===== src/sv/tle_pkg.sv =====
// ----------------------------------------------------------------------------
// tle_pkg: shared types, constants and the microcode of the line editor
// Holds character codes, result kinds, the control word layout, the
// read-only microprogram and the entry decode that picks a routine per byte.
// ----------------------------------------------------------------------------
package tle_pkg;

  localparam int unsigned LEN_W  = 6;
  localparam int unsigned BYTE_W = 8;
  localparam int unsigned UPC_W  = 4;

  localparam logic [BYTE_W-1:0] CH_BS = 8'h08;
  localparam logic [BYTE_W-1:0] CH_LF = 8'h0A;
  localparam logic [BYTE_W-1:0] CH_CR = 8'h0D;
  localparam logic [BYTE_W-1:0] CH_SP = 8'h20;

  typedef enum logic [1:0] {
    KIND_ECHO = 2'd0,
    KIND_LINE = 2'd1,
    KIND_END  = 2'd2,
    KIND_OVF  = 2'd3
  } kind_t;

  // Source of the data byte of an emitted result.
  typedef enum logic [2:0] {
    DS_BS   = 3'd0,
    DS_SP   = 3'd1,
    DS_CR   = 3'd2,
    DS_LF   = 3'd3,
    DS_RX   = 3'd4,
    DS_RDQ  = 3'd5,
    DS_LEN  = 3'd6,
    DS_ZERO = 3'd7
  } dsel_t;

  typedef logic [UPC_W-1:0] upc_t;

  // Microprogram addresses (routine entries and their follow-on steps).
  localparam upc_t UA_BS_ECHO  = 4'd0;
  localparam upc_t UA_BS_SP    = 4'd1;
  localparam upc_t UA_BS_LAST  = 4'd2;
  localparam upc_t UA_BS_QUIET = 4'd3;
  localparam upc_t UA_CLR_JE   = 4'd4;
  localparam upc_t UA_OVF      = 4'd5;
  localparam upc_t UA_ST_ECHO  = 4'd6;
  localparam upc_t UA_ST_QUIET = 4'd7;
  localparam upc_t UA_SW_CR    = 4'd8;
  localparam upc_t UA_SW_LF    = 4'd9;
  localparam upc_t UA_TM_CR    = 4'd10;
  localparam upc_t UA_TM_LF    = 4'd11;
  localparam upc_t UA_LOOP     = 4'd12;
  localparam upc_t UA_END      = 4'd13;

  // One control word. A guarded step repeats while the read pointer is
  // below the line length, and is skipped with no effect once it is not.
  typedef struct packed {
    logic  emit;
    kind_t kind;
    dsel_t dsel;
    logic  last;
    logic  st;
    logic  dec;
    logic  clr_len;
    logic  set_je;
    logic  clr_je;
    logic  guard;
    logic  done;
  } ucw_t;

  // Sequencer to datapath: qualified actions for this cycle.
  typedef struct packed {
    logic  accept;
    logic  emit;
    kind_t kind;
    dsel_t dsel;
    logic  last;
    logic  st;
    logic  dec;
    logic  clr_len;
    logic  set_je;
    logic  clr_je;
    logic  ptr_inc;
    logic  ptr_clr;
  } ctrl_t;

  // Datapath to sequencer: conditions for dispatch, branching and stalls.
  typedef struct packed {
    logic [LEN_W-1:0] len;
    logic             len_zero;
    logic             at_limit;
    logic             ptr_lt_len;
    logic             just_ended;
    logic             out_free;
  } stat_t;

  function automatic ucw_t uw(input logic emit, input kind_t kind, input dsel_t dsel,
                              input logic last, input logic st, input logic dec,
                              input logic clr_len, input logic set_je, input logic clr_je,
                              input logic guard, input logic done);
    ucw_t w;
    w.emit = emit; w.kind = kind; w.dsel = dsel; w.last = last; w.st = st;
    w.dec = dec; w.clr_len = clr_len; w.set_je = set_je; w.clr_je = clr_je;
    w.guard = guard; w.done = done;
    return w;
  endfunction

  // The microprogram.
  function automatic ucw_t tle_rom(input upc_t pc);
    ucw_t w;
    case (pc)
      //                      emit  kind       dsel     last st   dec  clrl setj clrj grd  done
      UA_BS_ECHO:  w = uw(1'b1, KIND_ECHO, DS_BS,   1'b0, 1'b0, 1'b1, 1'b0, 1'b0, 1'b1, 1'b0, 1'b0);
      UA_BS_SP:    w = uw(1'b1, KIND_ECHO, DS_SP,   1'b0, 1'b0, 1'b0, 1'b0, 1'b0, 1'b0, 1'b0, 1'b0);
      UA_BS_LAST:  w = uw(1'b1, KIND_ECHO, DS_BS,   1'b1, 1'b0, 1'b0, 1'b0, 1'b0, 1'b0, 1'b0, 1'b1);
      UA_BS_QUIET: w = uw(1'b0, KIND_ECHO, DS_ZERO, 1'b0, 1'b0, 1'b1, 1'b0, 1'b0, 1'b1, 1'b0, 1'b1);
      UA_CLR_JE:   w = uw(1'b0, KIND_ECHO, DS_ZERO, 1'b0, 1'b0, 1'b0, 1'b0, 1'b0, 1'b1, 1'b0, 1'b1);
      UA_OVF:      w = uw(1'b1, KIND_OVF,  DS_ZERO, 1'b1, 1'b0, 1'b0, 1'b1, 1'b0, 1'b1, 1'b0, 1'b1);
      UA_ST_ECHO:  w = uw(1'b1, KIND_ECHO, DS_RX,   1'b1, 1'b1, 1'b0, 1'b0, 1'b0, 1'b1, 1'b0, 1'b1);
      UA_ST_QUIET: w = uw(1'b0, KIND_ECHO, DS_ZERO, 1'b0, 1'b1, 1'b0, 1'b0, 1'b0, 1'b1, 1'b0, 1'b1);
      UA_SW_CR:    w = uw(1'b1, KIND_ECHO, DS_CR,   1'b0, 1'b0, 1'b0, 1'b0, 1'b0, 1'b0, 1'b0, 1'b0);
      UA_SW_LF:    w = uw(1'b1, KIND_ECHO, DS_LF,   1'b1, 1'b0, 1'b0, 1'b0, 1'b0, 1'b1, 1'b0, 1'b1);
      UA_TM_CR:    w = uw(1'b1, KIND_ECHO, DS_CR,   1'b0, 1'b0, 1'b0, 1'b0, 1'b0, 1'b0, 1'b0, 1'b0);
      UA_TM_LF:    w = uw(1'b1, KIND_ECHO, DS_LF,   1'b0, 1'b0, 1'b0, 1'b0, 1'b0, 1'b0, 1'b0, 1'b0);
      UA_LOOP:     w = uw(1'b1, KIND_LINE, DS_RDQ,  1'b0, 1'b0, 1'b0, 1'b0, 1'b0, 1'b0, 1'b1, 1'b0);
      UA_END:      w = uw(1'b1, KIND_END,  DS_LEN,  1'b1, 1'b0, 1'b0, 1'b1, 1'b1, 1'b0, 1'b0, 1'b1);
      default:     w = uw(1'b0, KIND_ECHO, DS_ZERO, 1'b0, 1'b0, 1'b0, 1'b0, 1'b0, 1'b0, 1'b0, 1'b1);
    endcase
    return w;
  endfunction

  // Picks the routine for a freshly accepted byte from the current state.
  function automatic upc_t tle_entry(input logic [BYTE_W-1:0] rx, input logic echo,
                                     input stat_t s);
    upc_t pc;
    if (rx == CH_BS) begin
      if (s.len_zero) pc = UA_CLR_JE;
      else            pc = echo ? UA_BS_ECHO : UA_BS_QUIET;
    end else if (rx == CH_CR || rx == CH_LF) begin
      if (s.just_ended) pc = (rx == CH_CR && echo) ? UA_SW_CR : UA_CLR_JE;
      else              pc = (rx == CH_CR && echo) ? UA_TM_CR : UA_LOOP;
    end else begin
      if (s.at_limit) pc = UA_OVF;
      else            pc = echo ? UA_ST_ECHO : UA_ST_QUIET;
    end
    return pc;
  endfunction

endpackage


===== src/sv/tle_useq.sv =====
// ----------------------------------------------------------------------------
// tle_useq: microcode sequencer
// Holds the step counter, dispatches on an accepted byte and walks the
// microprogram, stalling emitting steps while the output register is full.
// ----------------------------------------------------------------------------
module tle_useq
  import tle_pkg::*;
(
  input  logic              clk,
  input  logic              rst_n,
  input  logic              in_valid,
  input  logic [BYTE_W-1:0] in_byte,
  input  logic              echo,
  input  stat_t             stat,
  output logic              busy,
  output ctrl_t             ctrl
);

  logic busy_r, busy_nxt;
  upc_t pc_r, pc_nxt;
  ucw_t ucw;
  logic accept, skip, fire;

  assign ucw    = tle_rom(pc_r);
  assign accept = in_valid && !busy_r;
  assign skip   = busy_r && ucw.guard && !stat.ptr_lt_len;
  assign fire   = busy_r && !skip && (!ucw.emit || stat.out_free);
  assign busy   = busy_r;

  always_comb begin
    busy_nxt = busy_r;
    pc_nxt   = pc_r;
    if (accept) begin
      busy_nxt = 1'b1;
      pc_nxt   = tle_entry(in_byte, echo, stat);
    end else if (skip) begin
      pc_nxt = pc_r + upc_t'(1);
    end else if (fire) begin
      if (ucw.done) begin
        busy_nxt = 1'b0;
        pc_nxt   = '0;
      end else if (!ucw.guard) begin
        pc_nxt = pc_r + upc_t'(1);
      end
    end
  end

  always_ff @(posedge clk) begin
    if (!rst_n) begin
      busy_r <= 1'b0;
      pc_r   <= '0;
    end else begin
      busy_r <= busy_nxt;
      pc_r   <= pc_nxt;
    end
  end

  always_comb begin
    ctrl.accept  = accept;
    ctrl.emit    = fire && ucw.emit;
    ctrl.kind    = ucw.kind;
    ctrl.dsel    = ucw.dsel;
    ctrl.last    = ucw.last;
    ctrl.st      = fire && ucw.st;
    ctrl.dec     = fire && ucw.dec;
    ctrl.clr_len = fire && ucw.clr_len;
    ctrl.set_je  = fire && ucw.set_je;
    ctrl.clr_je  = fire && ucw.clr_je;
    ctrl.ptr_inc = fire && ucw.guard;
    ctrl.ptr_clr = fire && ucw.done;
  end

endmodule


===== src/sv/tle_dpath.sv =====
// ----------------------------------------------------------------------------
// tle_dpath: line editor datapath
// Line store memory, length and line-ended flag, read pointer with a
// registered read port, and the result output register.
// ----------------------------------------------------------------------------
module tle_dpath
  import tle_pkg::*;
#(
  parameter int unsigned MAX_LINE = 60
)
(
  input  logic              clk,
  input  logic              rst_n,
  input  ctrl_t             ctrl,
  input  logic [BYTE_W-1:0] in_byte,
  input  logic [LEN_W-1:0]  limit,
  input  logic              out_ready,
  output stat_t             stat,
  output logic              out_valid,
  output kind_t             out_kind,
  output logic [BYTE_W-1:0] out_data,
  output logic              out_last
);

  localparam int unsigned IDX_W = $clog2(MAX_LINE);

  logic [BYTE_W-1:0] mem [MAX_LINE];
  logic [BYTE_W-1:0] rx_r;
  logic [BYTE_W-1:0] rd_q_r;
  logic [LEN_W-1:0]  len_r, len_nxt;
  logic [LEN_W-1:0]  ptr_r, ptr_nxt;
  logic              je_r, je_nxt;
  logic              ov_r, ov_nxt;
  kind_t             kind_r;
  logic [BYTE_W-1:0] data_r, data_sel;
  logic              last_r;

  always_comb begin
    len_nxt = len_r;
    if (ctrl.clr_len)  len_nxt = '0;
    else if (ctrl.st)  len_nxt = len_r + LEN_W'(1);
    else if (ctrl.dec) len_nxt = len_r - LEN_W'(1);
    je_nxt = je_r;
    if (ctrl.set_je)      je_nxt = 1'b1;
    else if (ctrl.clr_je) je_nxt = 1'b0;
    ptr_nxt = ptr_r;
    if (ctrl.ptr_clr)      ptr_nxt = '0;
    else if (ctrl.ptr_inc) ptr_nxt = ptr_r + LEN_W'(1);
  end

  always_ff @(posedge clk) begin
    if (!rst_n) begin
      len_r <= '0;
      je_r  <= 1'b0;
      ptr_r <= '0;
    end else begin
      len_r <= len_nxt;
      je_r  <= je_nxt;
      ptr_r <= ptr_nxt;
    end
  end

  // Reading at the next pointer keeps rd_q_r equal to the entry at ptr_r.
  always_ff @(posedge clk) begin
    if (ctrl.accept) rx_r <= in_byte;
    if (ctrl.st) mem[len_r[IDX_W-1:0]] <= rx_r;
    if (ptr_nxt < LEN_W'(MAX_LINE)) rd_q_r <= mem[ptr_nxt[IDX_W-1:0]];
  end

  always_comb begin
    case (ctrl.dsel)
      DS_BS:   data_sel = CH_BS;
      DS_SP:   data_sel = CH_SP;
      DS_CR:   data_sel = CH_CR;
      DS_LF:   data_sel = CH_LF;
      DS_RX:   data_sel = rx_r;
      DS_RDQ:  data_sel = rd_q_r;
      DS_LEN:  data_sel = BYTE_W'(len_r);
      default: data_sel = '0;
    endcase
  end

  assign ov_nxt = ctrl.emit ? 1'b1 : (ov_r && !out_ready);

  always_ff @(posedge clk) begin
    if (!rst_n) ov_r <= 1'b0;
    else        ov_r <= ov_nxt;
  end

  always_ff @(posedge clk) begin
    if (ctrl.emit) begin
      kind_r <= ctrl.kind;
      data_r <= data_sel;
      last_r <= ctrl.last;
    end
  end

  assign out_valid = ov_r;
  assign out_kind  = kind_r;
  assign out_data  = data_r;
  assign out_last  = last_r;

  always_comb begin
    stat.len        = len_r;
    stat.len_zero   = (len_r == '0);
    stat.at_limit   = (len_r >= limit);
    stat.ptr_lt_len = (ptr_r < len_r);
    stat.just_ended = je_r;
    stat.out_free   = !ov_r || out_ready;
  end

endmodule


===== src/sv/terminal_line_editor.sv =====
// ----------------------------------------------------------------------------
// terminal_line_editor: console line editor with echo
// Collects received bytes into a line, edits on backspace, echoes and reads
// the line out on CR or LF, followed by an end beat carrying the length.
// ----------------------------------------------------------------------------
//
//  Channel  Direction  Beat contents
//  in_      slave      tdata[7:0] = rx_byte
//  out_     master     tdata[7:0] = data, tuser[1:0] = kind, tlast = last
//  cfg_     APB slave  0x0 echo_enable (bit 0), 0x4 max_line_length (bits 5:0)
//
// One byte is handled at a time. The sequencer dispatches on an accepted
// byte and then runs the steps of its routine: an ordinary byte has one
// step, backspace with echo three, and a terminator a readout step repeated
// once per stored byte and an end step, preceded by a CR and an LF step when
// a CR is echoed, the line readout emitting one stored byte per cycle unless
// the output stalls, from the registered read port of the line store.
// Reset is synchronous and active low; it clears the length, the line-ended
// flag, the sequencer and the output valid; the line store is not cleared.
// A stalled output register holds the sequencer on its current step; a new
// byte is taken as soon as the previous byte's last step has issued, while
// its final beat may still wait in the output register.
// ----------------------------------------------------------------------------
module terminal_line_editor
  import tle_pkg::*;
#(
  parameter int unsigned MAX_LINE = 60
)
(
  input  logic        clk,
  input  logic        rst_n,
  // Input stream
  input  logic        in_tvalid,
  output logic        in_tready,
  input  logic [7:0]  in_tdata,   // [7:0] rx_byte
  // Result stream
  output logic        out_tvalid,
  input  logic        out_tready,
  output logic [7:0]  out_tdata,  // [7:0] data
  output logic [1:0]  out_tuser,  // [1:0] kind
  output logic        out_tlast,
  // Configuration port
  input  logic        cfg_psel,
  input  logic        cfg_penable,
  input  logic        cfg_pwrite,
  input  logic [2:0]  cfg_paddr,
  input  logic [31:0] cfg_pwdata,
  output logic [31:0] cfg_prdata,
  output logic        cfg_pready
);

  logic             echo_r;
  logic [LEN_W-1:0] max_len_r;
  logic [LEN_W-1:0] limit;
  logic             cfg_wr;
  logic             busy;
  ctrl_t            ctrl;
  stat_t            stat;
  kind_t            out_kind;

  // Registers are word aligned; address bit 2 selects between the two.
  assign cfg_pready = 1'b1;
  assign cfg_wr     = cfg_psel && cfg_penable && cfg_pwrite;

  always_ff @(posedge clk) begin
    if (!rst_n) begin
      echo_r    <= 1'b1;
      max_len_r <= LEN_W'(32);
    end else if (cfg_wr) begin
      if (cfg_paddr[2]) max_len_r <= cfg_pwdata[LEN_W-1:0];
      else              echo_r    <= cfg_pwdata[0];
    end
  end

  assign cfg_prdata = cfg_paddr[2] ? {{(32-LEN_W){1'b0}}, max_len_r} : {31'b0, echo_r};

  // A limit above the store depth acts as the store depth.
  assign limit = (max_len_r > LEN_W'(MAX_LINE)) ? LEN_W'(MAX_LINE) : max_len_r;

  tle_useq u_useq (
    .clk      (clk),
    .rst_n    (rst_n),
    .in_valid (in_tvalid),
    .in_byte  (in_tdata),
    .echo     (echo_r),
    .stat     (stat),
    .busy     (busy),
    .ctrl     (ctrl)
  );

  tle_dpath #(.MAX_LINE(MAX_LINE)) u_dpath (
    .clk       (clk),
    .rst_n     (rst_n),
    .ctrl      (ctrl),
    .in_byte   (in_tdata),
    .limit     (limit),
    .out_ready (out_tready),
    .stat      (stat),
    .out_valid (out_tvalid),
    .out_kind  (out_kind),
    .out_data  (out_tdata),
    .out_last  (out_tlast)
  );

  assign in_tready = !busy;
  assign out_tuser = out_kind;

  // The stored length never runs past the line store.
  a_len_bound: assert property (@(posedge clk) disable iff (!rst_n)
    stat.len <= LEN_W'(MAX_LINE))
    else $error("line length beyond line store");

  // Accepting a byte starts the sequencer, which then refuses the next one.
  a_busy_after_accept: assert property (@(posedge clk) disable iff (!rst_n)
    in_tvalid && in_tready |=> !in_tready)
    else $error("sequencer did not start on an accepted byte");

  // Line end and overflow beats are always the final beat of their byte.
  a_end_last: assert property (@(posedge clk) disable iff (!rst_n)
    out_tvalid && (out_kind == KIND_END || out_kind == KIND_OVF) |-> out_tlast)
    else $error("line end or overflow beat without last");

  // A completed line leaves an empty line behind it.
  a_end_clears: assert property (@(posedge clk) disable iff (!rst_n)
    ctrl.emit && ctrl.kind == KIND_END |=> stat.len == '0 && stat.just_ended)
    else $error("line not cleared after line end");

endmodule

===== config.mk =====
export PLATFORM = sky130hd
export DESIGN_NAME = terminal_line_editor
export DESIGN_NICKNAME = d
export VERILOG_FILES = /design/src/sv/tle_pkg.sv /design/src/sv/tle_useq.sv /design/src/sv/tle_dpath.sv /design/src/sv/terminal_line_editor.sv
export SDC_FILE = /design/constraint.sdc
export NUM_CORES = 1
export LEC_CHECK = 0
export BUFFER_PORTS_ARGS = -buffer_cell sky130_fd_sc_hd__clkbuf_2
export CORE_MARGIN = 4
export CORE_UTILIZATION = 60
export DETAILED_ROUTE_END_ITERATION = 6
export GPL_ROUTABILITY_DRIVEN = 0
export PLACE_DENSITY_LB_ADDON = 0.05
export SETUP_SLACK_MARGIN = 0.3
export SLEW_MARGIN = 5
export SYNTH_ARGS = -nofsm -noshare
export SYNTH_HDL_FRONTEND = slang
export SYNTH_SLANG_ARGS = --single-unit
export TNS_END_PERCENT = 5

===== constraint.sdc =====
create_clock -name clk -period 7.2 [get_ports clk]
set_input_delay 1.44 -clock clk [delete_from_list [all_inputs] [get_ports clk]]
set_output_delay 1.44 -clock clk [all_outputs]
set_load 0.01 [all_outputs]

## Word-level counts from Yosys, hierarchy flattened

Memory sizes are Yosys's and may differ from the RTL's. A register that Yosys moved wholly into a read port is not among the register bits.
Cells that the tools add are included.
Widths: inputs -> output; s select.

- $add $sub $neg: 4
- Multipliers: 0
- Divide/modulo/power cells: 0
- Magnitude comparators: 4
- Eq/ne operators: 11
- Shift-type cells: 0
- Multiplexer cells: 32
- Bitwise logic cells: 2
- Reduce and logical (&&, ||, !) cells: 38

Operators with widths:

| kind | count |
|---|---|
| $pmux 8 s7 | 1 |
| $mux 4 | 13 |
| $mux 6 | 6 |
| $eq 8x4->1 const B | 3 |
| $logic_and 1x1->1 | 17 |
| $add 6x1->6 const B | 2 |
| $mux 1 | 10 |
| $eq 3x3->1 const B | 3 |
| $reduce_bool 2->1 | 4 |
| $eq 3x2->1 const B | 2 |
| $ge 6x6->1 | 1 |
| $gt 6x6->1 const B | 1 |
| $logic_not 1->1 | 6 |
| $logic_not 6->1 | 1 |
| $lt 6x6->1 | 1 |
| $lt 6x6->1 const B | 1 |
| $reduce_and 2->1 | 3 |
| $sub 6x1->6 const B | 1 |
| $add 4x1->4 const B | 1 |
| $ne 4x4->1 const B | 1 |
| $eq 3x1->1 const B | 1 |
| $logic_not 3->1 | 1 |
| $logic_or 1x1->1 | 3 |
| $mux 3 | 1 |
| other kinds (6) | 7 |

- Register bits: 45
- Bits in latches: 0
- Memory bits (writable): 480
- Bits in read-only memories: 224
- Input port bits: 50
- Output and inout bits: 46
- Logic and storage cells: 105
- Memories kept: 2

Memories:

| name | words | bits a word | rd ports | clocked after Yosys merged registers in | write ports | line | RTL |
|---|---|---|---|---|---|---|---|
| u_dpath.mem | 60 | 8 | 1 | 1 | 1 | tle_dpath.sv:27 | `logic [BYTE_W-1:0] mem [MAX_LINE];` |
| (name not given) | 16 | 14 | 1 | 1 | 0 | tle_pkg.sv:110 | `case (pc)` |

## Depth between registers and ports, before layout

- Word-level depth: 11
- Mapped depth: 18
- Mapped depth without buffers: 17

## Cells and area by module

From an unflattened synthesis, not the netlist that was laid out.

- Cell total of the unflattened synthesis: 2171
- Area, all modules: 26304.0 um^2

Modules (own cells, without submodules):

| module | instances | cells each | area an instance (um^2) | seq. area each (um^2) |
|---|---|---|---|---|
| tle_dpath | 1 | 1956 | 24447.2 | 15504.9 |
| tle_useq | 1 | 140 | 1253.7 | 360.3 |
| terminal_line_editor | 1 | 75 | 603.1 | 140.1 |

## Worst setup path after synthesis

Ideal clock, no wire load.

- Path type: input -> register
- Start: input out_tready
- End: register u_dpath.rd_q_r[3], read port of u_dpath.mem, data pin
- Library setup time: 270 ps
- Arrival time: 3433 ps
- Required time: 6930 ps
- Path slack: 3497 ps
- Stages: 11
- Path buffers: 1
- Cells stage by stage: nor2b_1 -> a21oi_2 -> a31oi_1 -> or3_4 -> nand2_4 -> buf_6 -> mux2_2 -> o22ai_1 -> nor4_1 -> nor4_1 -> o32ai_1

- Word-level cells in the longest chain between the ends: 7
- Elaborated cells on any way between the ends: 8
- Those cells by class: order compare: 1; mux: 2; reduce/logical: 5

RTL lines:

| item | line | RTL |
|---|---|---|
| start: declaration | terminal_line_editor.sv:38 | `input logic out_tready,` |
| $logic_or 1x1->1 * | tle_dpath.sv:109 | `stat.out_free = !ov_r \|\| out_ready;` |
| $logic_or 1x1->1 * | tle_useq.sv:27 | `assign fire = busy_r && !skip && (!ucw.emit \|\| stat.out_free);` |
| $logic_and 1x1->1 * | tle_useq.sv:27 |  |
| $logic_and 1x1->1 | tle_useq.sv:69 | `ctrl.ptr_inc = fire && ucw.guard;` |
| $mux 6 | tle_dpath.sv:48 | `else if (ctrl.ptr_inc) ptr_nxt = ptr_r + LEN_W'(1);` |
| $mux 6 * | tle_dpath.sv:47 | `if (ctrl.ptr_clr) ptr_nxt = '0;` |
| $lt 6x6->1 | tle_dpath.sv:67 | `if (ptr_nxt < LEN_W'(MAX_LINE)) rd_q_r <= mem[ptr_nxt[IDX_W-1:0]];` |
| end: declaration | tle_dpath.sv:29 | `logic [BYTE_W-1:0] rd_q_r;` |

Mark *: on every way between the ends. The rest lies on a longest branch, timed or not.
A chain may end at the register's enable or synchronous reset.

## Worst setup path in the final report

- Start: register u_dpath.len_r[4]
- End: memory u_dpath.mem[1][3] (enable)

- Word-level cells in the longest chain between the ends: 9

RTL lines:

| item | line | RTL |
|---|---|---|
| start: declaration | tle_dpath.sv:30 | `logic [LEN_W-1:0] len_r, len_nxt;` |
| start signal: assignment | tle_dpath.sv:57 | `len_r <= len_nxt;` |
| $lt 6x6->1 | tle_dpath.sv:107 | `stat.ptr_lt_len = (ptr_r < len_r);` |
| $logic_not 1->1 | tle_useq.sv:26 | `assign skip = busy_r && ucw.guard && !stat.ptr_lt_len;` |
| $logic_and 1x1->1 | tle_useq.sv:26 |  |
| $logic_not 1->1 | tle_useq.sv:27 |  |
| $logic_and 1x1->1 (2 in series) | tle_useq.sv:27 |  |
| $logic_and 1x1->1 | tle_useq.sv:64 | `ctrl.st = fire && ucw.st;` |
| $mux 1 | tle_dpath.sv:66 | `if (ctrl.st) mem[len_r[IDX_W-1:0]] <= rx_r;` |
| $mux 1 (implied by the code) | tle_dpath.sv:66 |  |
| end: declaration | tle_dpath.sv:27 |  |

Parallel ways exist; a longest one is shown, timed or not.

==> impl_results.md <==
* Status: finished clean
* P&R area growth vs syn at 9.697%
* Top Ports at 96
* Remaining Overflow, GRT at 0
* Largest net degree at the start of global routing at 89
* Via Count at about 15000
* Post_cts resized at 0
* Worst Clk Skew at 0.01354 ns
* Share of layout cells above drive strength 1 at 0.09563
* EDFF count, synth at roughly 510
* Area contributors post-synth: edfxtp_1 (66%), nand2_1 (4.6%), mux2i_1 (3.8%), dfxtp_1 (3.4%), nand3_1 (3.0%)
* Clock Sinks at 546
* CP startpoint kind: flip-flop
* Average size of a mapped cell at 13.32 sq um
* Commonest cells after routing, fill and taps aside: edfxtp_1 (507), nand2_1 (285), nand3_1 (139)
* Total CTS buffers at 55
* Initial DRT Pass Iterations at 5
* Post-synth top flop: edfxtp_1
* Max Cap Violations at 0
* Slew headroom at 0.2903
* Worst Reg2Reg Path Length in Cells at 10
* H-tree levels at 2
* Hold Crit Class: reg2reg
* RSZ-0062 raised after global routing: false
* Fin. Hold Viols at 0
* Crit path capture: u_dpath.mem[1][3]
* CP arrival at 5.58 ns
* Die ar. at roughly 0.042 sq mm
* Required time worst endpoint at 7.42 ns
* Crit. End Element: flip-flop
* Setup Buffers After CTS at 0
* Root Driver: clkbuf_16
* Period utilisation layout at 0.7441
* Clk slew on worst S/H paths at 0.06 ns
* Longest Clk Path Bufs at 3
* GRT Util Overall at 0.2749
* Placed insts at 2221
* Class of the most critical setup path: reg2reg
* Via density per instance at between 6 and 7
* Top-area cell type share of the netlist area at 0.6581
* Final Critical Period at 5.358 ns
* Hold buffers post-CTS at 0
* CTS tree: yes
* Dominant cell type by area after synthesis: edfxtp_1
* Core ar. at 0.03784 sq mm
* Sequential share of the synthesized area at 0.6918
* CP Launch Point: u_dpath.len_r[4]
* Die Wd at 204.4 um
* Effective utilization at floorplan at 0.6113
* Drt wl/cell at around 25 um
* Leak at 8.963 nW
* Vias in the first global route at approximately 14000
* Initial antenna violation count at 1
* Setup tns final at 0 ns
* Post-Layout Cell Count at ~2300
* DRT iter0 DRCs at 1534
* DRC at 0
* Yosys reg bits at 546
* Yosys warns at 0
* R2r endpoint: u_dpath.mem[1][3]
* Final ANT Viol Nets at 0
* Worst r2r src: u_dpath.len_r[4]
* Yosys cell types at 75
* Maximum VDD drop at roughly 0.22 mV
* Die Y at 204.4 um
* First-pass GRT wire length at about 86 mm
* IO Port Bufs at 40
* CP Max Fanout at 11
* Cell area after synthesis at 0.02313 sq mm
* FMAX at 186.7 MHz
* Area post-placement at 0.02358 sq mm
* Nets at ~1800
* Layout fillers at 2729
* Worst skew pair latency at about 0.60 ns
* Commonest non-fill, non-tap cell in the layout: edfxtp_1
* Asr flop ratio synth at 0
* Site row count at 71
* # setup viols final at 0
* Hpwl dp at 33.96 mm
* WL final at around 57 mm
* Post-Layout Inst Area at ~0.025 sq mm
* Final core occ at 0.6706
* Max-slew violation count at 0
* R2R setup slack at 1.84 ns
* Slew @ Worst Pin at roughly 1.1 ns
* Gate count of the mapped netlist at 1737
* Power Density at 266.3 mW/mm^2
==> how the worst min path moves through the flow <==
stage / to / depth (start not counted) / start / slack, ns
2_1_floorplan: u_dpath.out_kind[0] / 0 / u_useq.ucw[11] / 0.39
3_3_place_gp: u_dpath.out_last / 0 / u_useq.ucw[7] / 0.39
3_5_place_dp: u_dpath.out_last / 0 / u_useq.ucw[7] / 0.39
4_1_cts: u_dpath.out_last / 0 / u_useq.ucw[7] / 0.41
5_1_grt: u_dpath.out_last / 0 / u_useq.ucw[7] / 0.42
6_report: u_dpath.out_last / 0 / u_useq.ucw[7] / 0.41
==> per-layer routing <==
| metal | vias up | part of all wire | wire [um] | global-route usage |
|---|---|---|---|---|
| met5 | - | 0.00012 | 7 | 0 |
| met4 | 2 | 0.040 | 2297 | 0.1077 |
| met3 | 137 | 0.087 | 4983 | 0.06014 |
| met2 | 628 | 0.46 | 26220 | 0.4248 |
| met1 | 7139 | 0.41 | 23620 | 0.3869 |
| li1 | 6596 | - | - | - |
==> synthesized netlist by cell type, types with 20 or more instances <==
library cell / n
mux2i_1: 87
dfxtp_1: 39
clkbuf_1: 31
buf_4: 38
edfxtp_1: 507
nor2_1: 115
nand2_1: 285
buf_2: 33
o22ai_1: 20
a31oi_1: 36
a21oi_1: 35
and3_1: 50
ha_1: 24
nand3_1: 139
==> layout make-up <==
cell class / instances / area (sq um) / area share
tap: 511 / 639.4 / 0.02519
timing repair buffer: 69 / 430.4 / 0.01696
multi-input combinational: 1076 / 6427 / 0.2533
clock buffer: 74 / 1490 / 0.05872
sequential: 546 / 16010 / 0.6307
clock inverter: 25 / 309.0 / 0.01218
inverter: 19 / 73.82 / 0.002909
antenna: 1 / 2.502 / 0.00009860
==> sequential cells by signal, summed over array words and instances (netlist names) <==
register           flops
u_dpath.ptr_r          6
u_dpath.len_r          6
u_dpath.out_last       1
u_dpath.out_data       8
max_len_r              6
u_dpath.rx_r           8
u_dpath.out_valid      1
u_useq.busy            1
u_dpath.mem          480
u_dpath.rd_q_r         8
u_useq.ucw            13
u_dpath.out_kind       2
echo_r                 1
u_dpath.je_r           1
u_useq.pc_r            4
==> critical path, stage by stage (launching register included) <==
cell      delay (ns)
dfxtp_1         0.61
inv_1           0.26
ha_1            0.35
o21a_1          0.17
o211ai_1        0.29
a41oi_4         0.12
nor2_1          0.81
nand2_1         0.40
nor2_1          0.30
nand3_1         0.67
nor2_1          0.99
==> power breakdown <==
part	total, W	internal, W	switching (W)
clock	0.00286	0.00170	0.00117
combinational	0.000337	0.000105	0.000232
sequential	0.00356	0.00351	0.0000481
total	0.00676	0.00531	0.00145
==> cells by family (layout without fill, tap and decap cells) <==
kind of cell / Yosys count / in the layout / synth area share
compound gates: 257 / 257 / 0.08302
mux: 102 / 102 / 0.04494
other cells: 2 / 28 / 0.0003246
flops: 546 / 546 / 0.6918
fa+ha+maj: 25 / 25 / 0.01385
simple gates: 657 / 657 / 0.1276
buf+inv: 140 / 187 / 0.03537
xor+xnor: 8 / 8 / 0.003029
==> through the flow <==
step                      hold slack [ns]  power, W  setup WS (ns)
after global placement             0.3911  0.003945          1.792
after floorplan                    0.3855  0.003846          3.497
final                              0.4060  0.006758          1.842
after global routing               0.4233  0.006973          1.633
after CTS                          0.4081  0.006789          1.966
after detailed placement           0.3944  0.003954          1.698
Power figures use the tool's default switching activity.
